--- src/design/ilt_pkg.sv ---
package ilt_pkg;

	localparam logic [7:0] CH_NL     = 8'd10;
	localparam logic [7:0] CH_TAB    = 8'd9;
	localparam logic [7:0] CH_VT     = 8'd11;
	localparam logic [7:0] CH_FF     = 8'd12;
	localparam logic [7:0] CH_CR     = 8'd13;
	localparam logic [7:0] CH_SPACE  = 8'd32;
	localparam logic [7:0] CH_HASH   = 8'h23;
	localparam logic [7:0] CH_EQUALS = 8'h3D;
	localparam logic [7:0] CH_LBRACK = 8'h5B;
	localparam logic [7:0] CH_RBRACK = 8'h5D;
	localparam logic [7:0] CH_UPPER_A = 8'h41;
	localparam logic [7:0] CH_UPPER_Z = 8'h5A;
	localparam logic [7:0] CASE_OFFSET = 8'd32;

	typedef enum logic [3:0] {
		KIND_HEAD_CH   = 4'd0,
		KIND_KEY_CH    = 4'd1,
		KIND_LOC_CH    = 4'd2,
		KIND_VAL_CH    = 4'd3,
		KIND_HEAD_DONE = 4'd4,
		KIND_KV_DONE   = 4'd5,
		KIND_ERR_TRAIL = 4'd6,
		KIND_ERR_EQ    = 4'd7,
		KIND_ERR_BRACK = 4'd8,
		KIND_EOF       = 4'd9
	} kind_t;

	typedef enum logic [3:0] {
		PH_LSTART    = 4'd0,
		PH_COMMENT   = 4'd1,
		PH_HEAD      = 4'd2,
		PH_HEAD_TAIL = 4'd3,
		PH_KEY       = 4'd4,
		PH_KEY_WS    = 4'd5,
		PH_LOC       = 4'd6,
		PH_LOC_TAIL  = 4'd7,
		PH_VALUE     = 4'd8,
		PH_EOF       = 4'd9
	} phase_t;

	typedef struct packed {
		logic [7:0] byte_value;
		logic       end_of_input;
	} item_t;

	typedef struct packed {
		logic [3:0] kind;
		logic [7:0] char_out;
		logic       last;
	} token_t;

	// One accepted byte yields up to two result words; only the second
	// one's kind is needed since it never carries a character.
	typedef struct packed {
		logic [1:0] cnt;
		kind_t      kind0;
		logic [7:0] char0;
		kind_t      kind1;
	} cmd_t;

	typedef struct packed {
		logic valid;
		cmd_t head;
	} q_head_t;

endpackage

--- src/design/ilt_front.sv ---
module ilt_front import ilt_pkg::*; (
	input  logic  clk,
	input  logic  arst_n,
	input  logic  accept,
	input  item_t item,
	output logic  enq,
	output cmd_t  cmd
);

	phase_t phase_q, phase_d;
	logic   halted_q, halted_d;
	logic [7:0] c;
	logic   eoi;
	logic   is_ws;
	logic   end_err;
	kind_t  end_kind;
	logic   end_has;

	assign c   = item.byte_value;
	assign eoi = item.end_of_input;

	always_comb begin
		is_ws = c inside {CH_SPACE, CH_TAB, CH_VT, CH_FF, CH_CR};
	end

	// Result of finishing the current line.
	always_comb begin
		end_err  = 1'b0;
		end_has  = 1'b0;
		end_kind = KIND_EOF;
		case (phase_q)
			PH_HEAD, PH_LOC: begin
				end_err  = 1'b1;
				end_has  = 1'b1;
				end_kind = KIND_ERR_BRACK;
			end
			PH_KEY, PH_KEY_WS, PH_LOC_TAIL: begin
				end_err  = 1'b1;
				end_has  = 1'b1;
				end_kind = KIND_ERR_EQ;
			end
			PH_HEAD_TAIL: begin
				end_has  = 1'b1;
				end_kind = KIND_HEAD_DONE;
			end
			PH_VALUE: begin
				end_has  = 1'b1;
				end_kind = KIND_KV_DONE;
			end
			default: begin
				end_has  = 1'b0;
			end
		endcase
	end

	always_comb begin
		phase_d  = phase_q;
		halted_d = halted_q;
		if (accept && !halted_q) begin
			if (eoi) begin
				if (phase_q != PH_EOF) begin
					if (end_err) begin
						halted_d = 1'b1;
						phase_d  = PH_LSTART;
					end else begin
						phase_d = PH_EOF;
					end
				end
			end else if (phase_q == PH_EOF) begin
				phase_d = PH_EOF;
			end else if (c == CH_NL) begin
				phase_d  = PH_LSTART;
				halted_d = end_err;
			end else begin
				case (phase_q)
					PH_LSTART: begin
						if (is_ws)                 phase_d = PH_LSTART;
						else if (c == CH_HASH)     phase_d = PH_COMMENT;
						else if (c == CH_LBRACK)   phase_d = PH_HEAD;
						else if (c == CH_EQUALS)   phase_d = PH_VALUE;
						else                       phase_d = PH_KEY;
					end
					PH_HEAD: begin
						if (c == CH_RBRACK) phase_d = PH_HEAD_TAIL;
					end
					PH_HEAD_TAIL: begin
						if (!is_ws) halted_d = 1'b1;
					end
					PH_KEY: begin
						if (c == CH_LBRACK)      phase_d = PH_LOC;
						else if (c == CH_EQUALS) phase_d = PH_VALUE;
						else if (is_ws)          phase_d = PH_KEY_WS;
					end
					PH_KEY_WS, PH_LOC_TAIL: begin
						if (c == CH_EQUALS) phase_d = PH_VALUE;
						else if (!is_ws)    halted_d = 1'b1;
					end
					PH_LOC: begin
						if (c == CH_RBRACK) phase_d = PH_LOC_TAIL;
					end
					default: begin
						phase_d = phase_q;
					end
				endcase
			end
		end
	end

	always_comb begin
		cmd.cnt   = 2'd0;
		cmd.kind0 = KIND_EOF;
		cmd.char0 = 8'd0;
		cmd.kind1 = KIND_EOF;
		if (!halted_q) begin
			if (eoi) begin
				if (phase_q == PH_EOF) begin
					cmd.cnt = 2'd1;
				end else if (end_err) begin
					cmd.cnt   = 2'd1;
					cmd.kind0 = end_kind;
				end else if (end_has) begin
					cmd.cnt   = 2'd2;
					cmd.kind0 = end_kind;
				end else begin
					cmd.cnt = 2'd1;
				end
			end else if (phase_q == PH_EOF) begin
				cmd.cnt = 2'd0;
			end else if (c == CH_NL) begin
				cmd.cnt   = end_has ? 2'd1 : 2'd0;
				cmd.kind0 = end_kind;
			end else begin
				case (phase_q)
					PH_LSTART: begin
						if (!is_ws && c != CH_HASH && c != CH_LBRACK && c != CH_EQUALS) begin
							cmd.cnt   = 2'd1;
							cmd.kind0 = KIND_KEY_CH;
							cmd.char0 = c;
						end
					end
					PH_HEAD: begin
						if (c != CH_RBRACK) begin
							cmd.cnt   = 2'd1;
							cmd.kind0 = KIND_HEAD_CH;
							cmd.char0 = c;
						end
					end
					PH_HEAD_TAIL: begin
						if (!is_ws) begin
							cmd.cnt   = 2'd1;
							cmd.kind0 = KIND_ERR_TRAIL;
						end
					end
					PH_KEY: begin
						if (c != CH_LBRACK && c != CH_EQUALS && !is_ws) begin
							cmd.cnt   = 2'd1;
							cmd.kind0 = KIND_KEY_CH;
							cmd.char0 = c;
						end
					end
					PH_KEY_WS, PH_LOC_TAIL: begin
						if (c != CH_EQUALS && !is_ws) begin
							cmd.cnt   = 2'd1;
							cmd.kind0 = KIND_ERR_EQ;
						end
					end
					PH_LOC: begin
						if (c != CH_RBRACK) begin
							cmd.cnt   = 2'd1;
							cmd.kind0 = KIND_LOC_CH;
							cmd.char0 = (c >= CH_UPPER_A && c <= CH_UPPER_Z) ?
								c + CASE_OFFSET : c;
						end
					end
					PH_VALUE: begin
						cmd.cnt   = 2'd1;
						cmd.kind0 = KIND_VAL_CH;
						cmd.char0 = c;
					end
					default: begin
						cmd.cnt = 2'd0;
					end
				endcase
			end
		end
	end

	assign enq = accept && (cmd.cnt != 2'd0);

	always_ff @(posedge clk or negedge arst_n) begin
		if (!arst_n) begin
			phase_q  <= PH_LSTART;
			halted_q <= 1'b0;
		end else begin
			phase_q  <= phase_d;
			halted_q <= halted_d;
		end
	end

endmodule

--- src/design/ilt_queue.sv ---
module ilt_queue import ilt_pkg::*; #(
	parameter int DEPTH = 4
) (
	input  logic    clk,
	input  logic    arst_n,
	input  logic    enq,
	input  cmd_t    enq_data,
	output logic    full,
	input  logic    deq,
	output q_head_t head
);

	localparam int PW = $clog2(DEPTH);
	localparam int CW = $clog2(DEPTH + 1);
	localparam logic [PW-1:0] LAST_PTR = PW'(DEPTH - 1);
	localparam logic [CW-1:0] FULL_CNT = CW'(DEPTH);

	cmd_t          mem_q [DEPTH];
	logic [PW-1:0] wr_ptr_q;
	logic [PW-1:0] rd_ptr_q;
	logic [CW-1:0] cnt_q;
	logic          do_enq;
	logic          do_deq;

	assign full       = (cnt_q == FULL_CNT);
	assign do_enq     = enq && !full;
	assign do_deq     = deq && (cnt_q != '0);
	assign head.valid = (cnt_q != '0);
	assign head.head  = mem_q[rd_ptr_q];

	always_ff @(posedge clk) begin
		if (do_enq) begin
			mem_q[wr_ptr_q] <= enq_data;
		end
	end

	always_ff @(posedge clk or negedge arst_n) begin
		if (!arst_n) begin
			wr_ptr_q <= '0;
			rd_ptr_q <= '0;
			cnt_q    <= '0;
		end else begin
			if (do_enq) begin
				wr_ptr_q <= (wr_ptr_q == LAST_PTR) ? '0 : wr_ptr_q + 1'b1;
			end
			if (do_deq) begin
				rd_ptr_q <= (rd_ptr_q == LAST_PTR) ? '0 : rd_ptr_q + 1'b1;
			end
			if (do_enq && !do_deq) begin
				cnt_q <= cnt_q + 1'b1;
			end else if (do_deq && !do_enq) begin
				cnt_q <= cnt_q - 1'b1;
			end
		end
	end

endmodule

--- src/design/ilt_back.sv ---
module ilt_back import ilt_pkg::*; (
	input  logic    clk,
	input  logic    arst_n,
	input  q_head_t head,
	output logic    deq,
	output logic    empty,
	input  logic    pop,
	output token_t  token
);

	logic   out_valid_q;
	token_t out_q;
	logic   idx_q;
	logic   load;
	logic   single;

	assign empty  = !out_valid_q;
	assign token  = out_q;
	assign load   = !out_valid_q || pop;
	assign single = (head.head.cnt == 2'd1);
	assign deq    = load && head.valid && (idx_q || single);

	always_ff @(posedge clk) begin
		if (load && head.valid) begin
			if (idx_q) begin
				out_q.kind     <= head.head.kind1;
				out_q.char_out <= 8'd0;
				out_q.last     <= 1'b1;
			end else begin
				out_q.kind     <= head.head.kind0;
				out_q.char_out <= head.head.char0;
				out_q.last     <= single;
			end
		end
	end

	always_ff @(posedge clk or negedge arst_n) begin
		if (!arst_n) begin
			out_valid_q <= 1'b0;
			idx_q       <= 1'b0;
		end else if (load) begin
			out_valid_q <= head.valid;
			if (head.valid) begin
				idx_q <= !idx_q && !single;
			end
		end
	end

endmodule

--- src/design/ini_line_tokenizer.sv ---
// Channel  | Handshake                  | Word
// ---------+----------------------------+---------------------------------
// item     | push / full, taken on      | byte_value, end_of_input
//          | push && !full              |
// token    | empty / pop, taken on      | kind, char_out, last
//          | pop && !empty              |
//
// One byte is classified and its results queued in the cycle it is taken.
// While popped, results leave one word a cycle via a registered output
// stage, so a byte giving two words (a line finished at end of input)
// yields them in turn; input keeps flowing until the result queue fills.
// Reset clears the line state, the result queue and the output stage.
// A stalled output backs up only into the queue of QUEUE_DEPTH entries.
module ini_line_tokenizer import ilt_pkg::*; #(
	parameter int QUEUE_DEPTH = 4
) (
	input  logic   clk,
	input  logic   arst_n,
	input  logic   push,
	output logic   full,
	input  item_t  item,
	output logic   empty,
	input  logic   pop,
	output token_t token
);

	logic    accept;
	logic    enq;
	cmd_t    cmd;
	logic    deq;
	q_head_t head;

	assign accept = push && !full;

	ilt_front u_front (
		.clk    (clk),
		.arst_n (arst_n),
		.accept (accept),
		.item   (item),
		.enq    (enq),
		.cmd    (cmd)
	);

	ilt_queue #(
		.DEPTH (QUEUE_DEPTH)
	) u_queue (
		.clk      (clk),
		.arst_n   (arst_n),
		.enq      (enq),
		.enq_data (cmd),
		.full     (full),
		.deq      (deq),
		.head     (head)
	);

	ilt_back u_back (
		.clk    (clk),
		.arst_n (arst_n),
		.head   (head),
		.deq    (deq),
		.empty  (empty),
		.pop    (pop),
		.token  (token)
	);

endmodule
--- config.mk ---
export PLATFORM = sky130hd
export DESIGN_NAME = ini_line_tokenizer
export DESIGN_NICKNAME = d
export VERILOG_FILES = /design/src/design/ilt_pkg.sv /design/src/design/ilt_front.sv /design/src/design/ilt_queue.sv /design/src/design/ilt_back.sv /design/src/design/ini_line_tokenizer.sv
export SDC_FILE = /design/constraint.sdc
export NUM_CORES = 1
export LEC_CHECK = 0
export ABC_AREA = 1
export BUFFER_PORTS_ARGS = -buffer_cell sky130_fd_sc_hd__buf_2
export CELL_PAD_IN_SITES_DETAIL_PLACEMENT = 1
export CELL_PAD_IN_SITES_GLOBAL_PLACEMENT = 1
export CORE_MARGIN = 8
export CORE_UTILIZATION = 50
export DETAILED_ROUTE_END_ITERATION = 12
export PLACE_DENSITY_LB_ADDON = 0.05
export SETUP_SLACK_MARGIN = 0.05
export SLEW_MARGIN = 20
export SYNTH_ARGS = -nofsm -noshare
export SYNTH_HDL_FRONTEND = slang
export SYNTH_SLANG_ARGS = --single-unit
export TNS_END_PERCENT = 30
--- constraint.sdc ---
create_clock -name clk -period 4.5 [get_ports clk]
set_input_delay 0 -clock clk [delete_from_list [all_inputs] [get_ports clk]]
set_output_delay 0 -clock clk [all_outputs]
set_load 0.02 [all_outputs]
==> reports/metrics.cfg <==
[run_status]
status = completed

[placed_design]
dpl_cell_area_um2 = 4374
place.gp.congestion = 0.9003
dp.final_hpwl_mm = 7.329
portBuffers = 27

[logic_synthesis]
synth_seq_area_share_pct = 59.02
syn_area_um2 = 4104
syn_inst = 432
ys_warn_count = 0
synth_cell_types = 37
synth_top_area_share_pct = 50.49
synth_area_leader_cell = edfxtp_1
syn_nets = 453
synthTopCellsByArea = edfxtp_1 50%, dfrtp_1 8.5%, nor2_1 7.5%
syn_avg_cell_area_um2 = 9.500
ys_ff_latch = 83

[setup_path]
end_kind = flop
worstPathArrival_ps = 3230
cp-start-kind = flop
critical_path_class = flop to flop
required_ps = 4750
cp_max_fo = 29

[sta]
post-route-period-util_pct = 66.28
final-setup-viol-count = 0
rsz0062_at_grt = no
setup-tns-final_ps = 0
final_hold_viol_count = 0
holdWs_ps = 71.48
slew_headroom_pct = 49.30
period_needed_ps = 2982
skew_ps = 11.20
final-max-slew-violation-count = 0
tightestPinTransition_ps = 759.7
max_freq_ghz = 0.3353

[routing]
viasPerCell = 5.419
wl_per_cell_um = 17.29
vias = 3132
dr.pass1.iters = 4
drt-initial-drc-count = 108
ant_nets = 0
drc = 0
wirelength_mm = 9.991

[die]
ios = 28
rows = 33
dieHeight_um = 106.6
die_w_um = 106.6
start_util_pct = 50.71
die_area_um2 = 11360
core_area_um2 = 8093

[grt]
antenna_found_initial = 0
global_route.usage.total_pct = 18.13
grt_max_degree = 30
grt_pass1_wl_mm = 16.26
grt_pass1_vias = 3283
grt_remaining_overflow = 0

[layout]
diodes = 0
fillers = 951
multi_input_area_um2 = 1430
syn_to_final_growth_pct = 12.41
design_area_um2 = 4613
regArea_um2 = 2422
drive_gt1_share_pct = 15.86
layout.nets = 489

[clock_tree]
cts_setup_buffers = 0
numCtsBuffers = 9
htreeDepth = 3
cts_sinks = 83
cts_root_buf = clkbuf_8
clockBufferDepth = 2
cts_tree = done
postCtsHoldBufs = 1
clkTransAtPathRegs_ps = 90
clk_latency_ps = 350
cts_resized = 0

[power_and_ir_drop]
clockPowerShare_pct = 27.0
ir_worst_vdd_mv = 0.1829
total_power_mw = 2.262
power_frac_comb_pct = 28.0
p_switching_mw = 0.7881
p_leak_nw = 1.984
swShare_pct = 34.84
power_density_nw_per_um2 = 490.4
power_frac_seq_pct = 45.0
p_int_mw = 1.474

[hold_path]
hp-class = input port to asynchronous set/reset pin

[run]
cap_violations = 0

flip-flops by register name, summed over array words and instances, names as in the netlist:
name                flops
u_back.idx_q            1
u_queue.rd_ptr_q        2
u_back.out_valid_q      1
u_back.token           13
u_front.phase_q         4
u_queue.mem_q          56
u_queue.cnt_q           3
u_queue.wr_ptr_q        2
u_front.halted_q        1
path summary, 6_finish.rpt:
path	startpoint	cells past startpoint	slack, ps	endpoint
max	u_queue.rd_ptr_q[0]	11	1520	u_queue.cnt_q[1]
min	arst_n	2	70	u_front.phase_q[0]
max reg2reg	u_queue.rd_ptr_q[0]	11	1520	u_queue.cnt_q[1]
min reg2reg	u_queue.wr_ptr_q[1]	2	580	u_queue.wr_ptr_q[1]
max in group asynchronous	arst_n	2	4160	u_front.halted_q
min in group clk	item[5]	3	70	u_queue.mem_q[2][4]
power groups by stage:
stage | registers [mW] | logic [mW] | clock network, mW
global route | 1.03 | 0.701 | 0.649
global placement | 1.03 | 0.591 | 0
finish | 1.02 | 0.634 | 0.610
detailed placement | 1.04 | 0.636 | 0
floorplan | 1.08 | 0.373 | 0
CTS | 1.02 | 0.644 | 0.619
cells in the mapped netlist:
cell type,number
inv_1,51
xnor2_1,1
nor3_1,4
o2111ai_1,1
or2_2,3
clkbuf_1,8
ha_1,7
o21a_1,2
o221ai_1,2
a21boi_2,1
o21ai_2,1
nor2_4,1
nand3_1,26
a21boi_1,1
nor2_2,4
a21boi_0,1
nor4_2,1
nor2_1,82
o21ai_0,33
o21ai_1,2
a21oi_1,17
xor2_1,1
nand2_2,7
mux2_2,1
a22oi_1,1
a221oi_1,1
buf_6,1
dfrtp_1,14
nand2_1,64
fa_1,1
a31oi_1,2
o211ai_1,7
nand4_1,3
nand2_4,2
inv_2,5
o22ai_1,4
edfxtp_1,69
per-layer routing:
| metal | track usage (%) | vias up | part of all wire, % |
|---|---|---|---|
| met1 | 21.40 | 1536 | 44 |
| met4 | 7.236 | 0 | 1.8 |
| met2 | 31.57 | 55 | 51 |
| met5 | 0 | - | 0 |
| li1 | - | 1524 | - |
| met3 | 3.779 | 17 | 3.7 |
logic make-up (layout without fill, tap and decap cells):
family | count (synthesis) | count (layout) | share of synthesized area, %
xor+xnor | 2 | 2 | 0.4269
buf+inv | 65 | 106 | 6.128
flops | 83 | 83 | 59.02
compound gates | 76 | 76 | 10.79
mux | 1 | 1 | 0.2744
simple gates | 197 | 197 | 20.73
fa+ha+maj | 8 | 8 | 2.622
cells in the final DEF, fill, tap and decap left out, types with 3 or more instances in the layout:
cell	Yosys	final
or2_2	3	3
ha_1	7	7
nor2_1	82	82
buf_4	0	6
nand2_2	7	7
o211ai_1	7	7
edfxtp_1	69	69
o21ai_0	33	33
nand4_1	3	3
dfrtp_1	14	14
clkbuf_8	0	9
inv_1	51	51
a21oi_1	17	17
o22ai_1	4	4
nor3_1	4	4
nand3_1	26	26
nor2_2	4	4
inv_2	5	5
buf_2	0	27
nand2_1	64	64
layout make-up:
class,count,area share (%)
Sequential cell,83,52.51
Timing Repair Buffer,34,4.123
Clock buffer,9,2.685
Inverter,56,4.557
Clock inverter,7,2.278
Tap cell,105,2.848
Multi-Input combinational cell,284,31.00
metrics by stage:
step                cells  setup WS, ps  utilization, %
finish                578          1518           57.00
global route          578          1279           57.00
floorplan             432          1752               -
CTS                   578          1499           57.00
global placement      561          1616           54.05
detailed placement    561          1514           54.05
critical path: stages, from the launching register on:
cell     delay, ps
dfrtp_1        370
buf_4          230
inv_1          590
nand2_1        120
o22ai_1        180
nand2_1         80
nand3_1        110
nand2_1        160
ha_1           250
inv_1          110
fa_1           410
mux2_2         270
No activity file was read; power rests on OpenSTA's default activity.
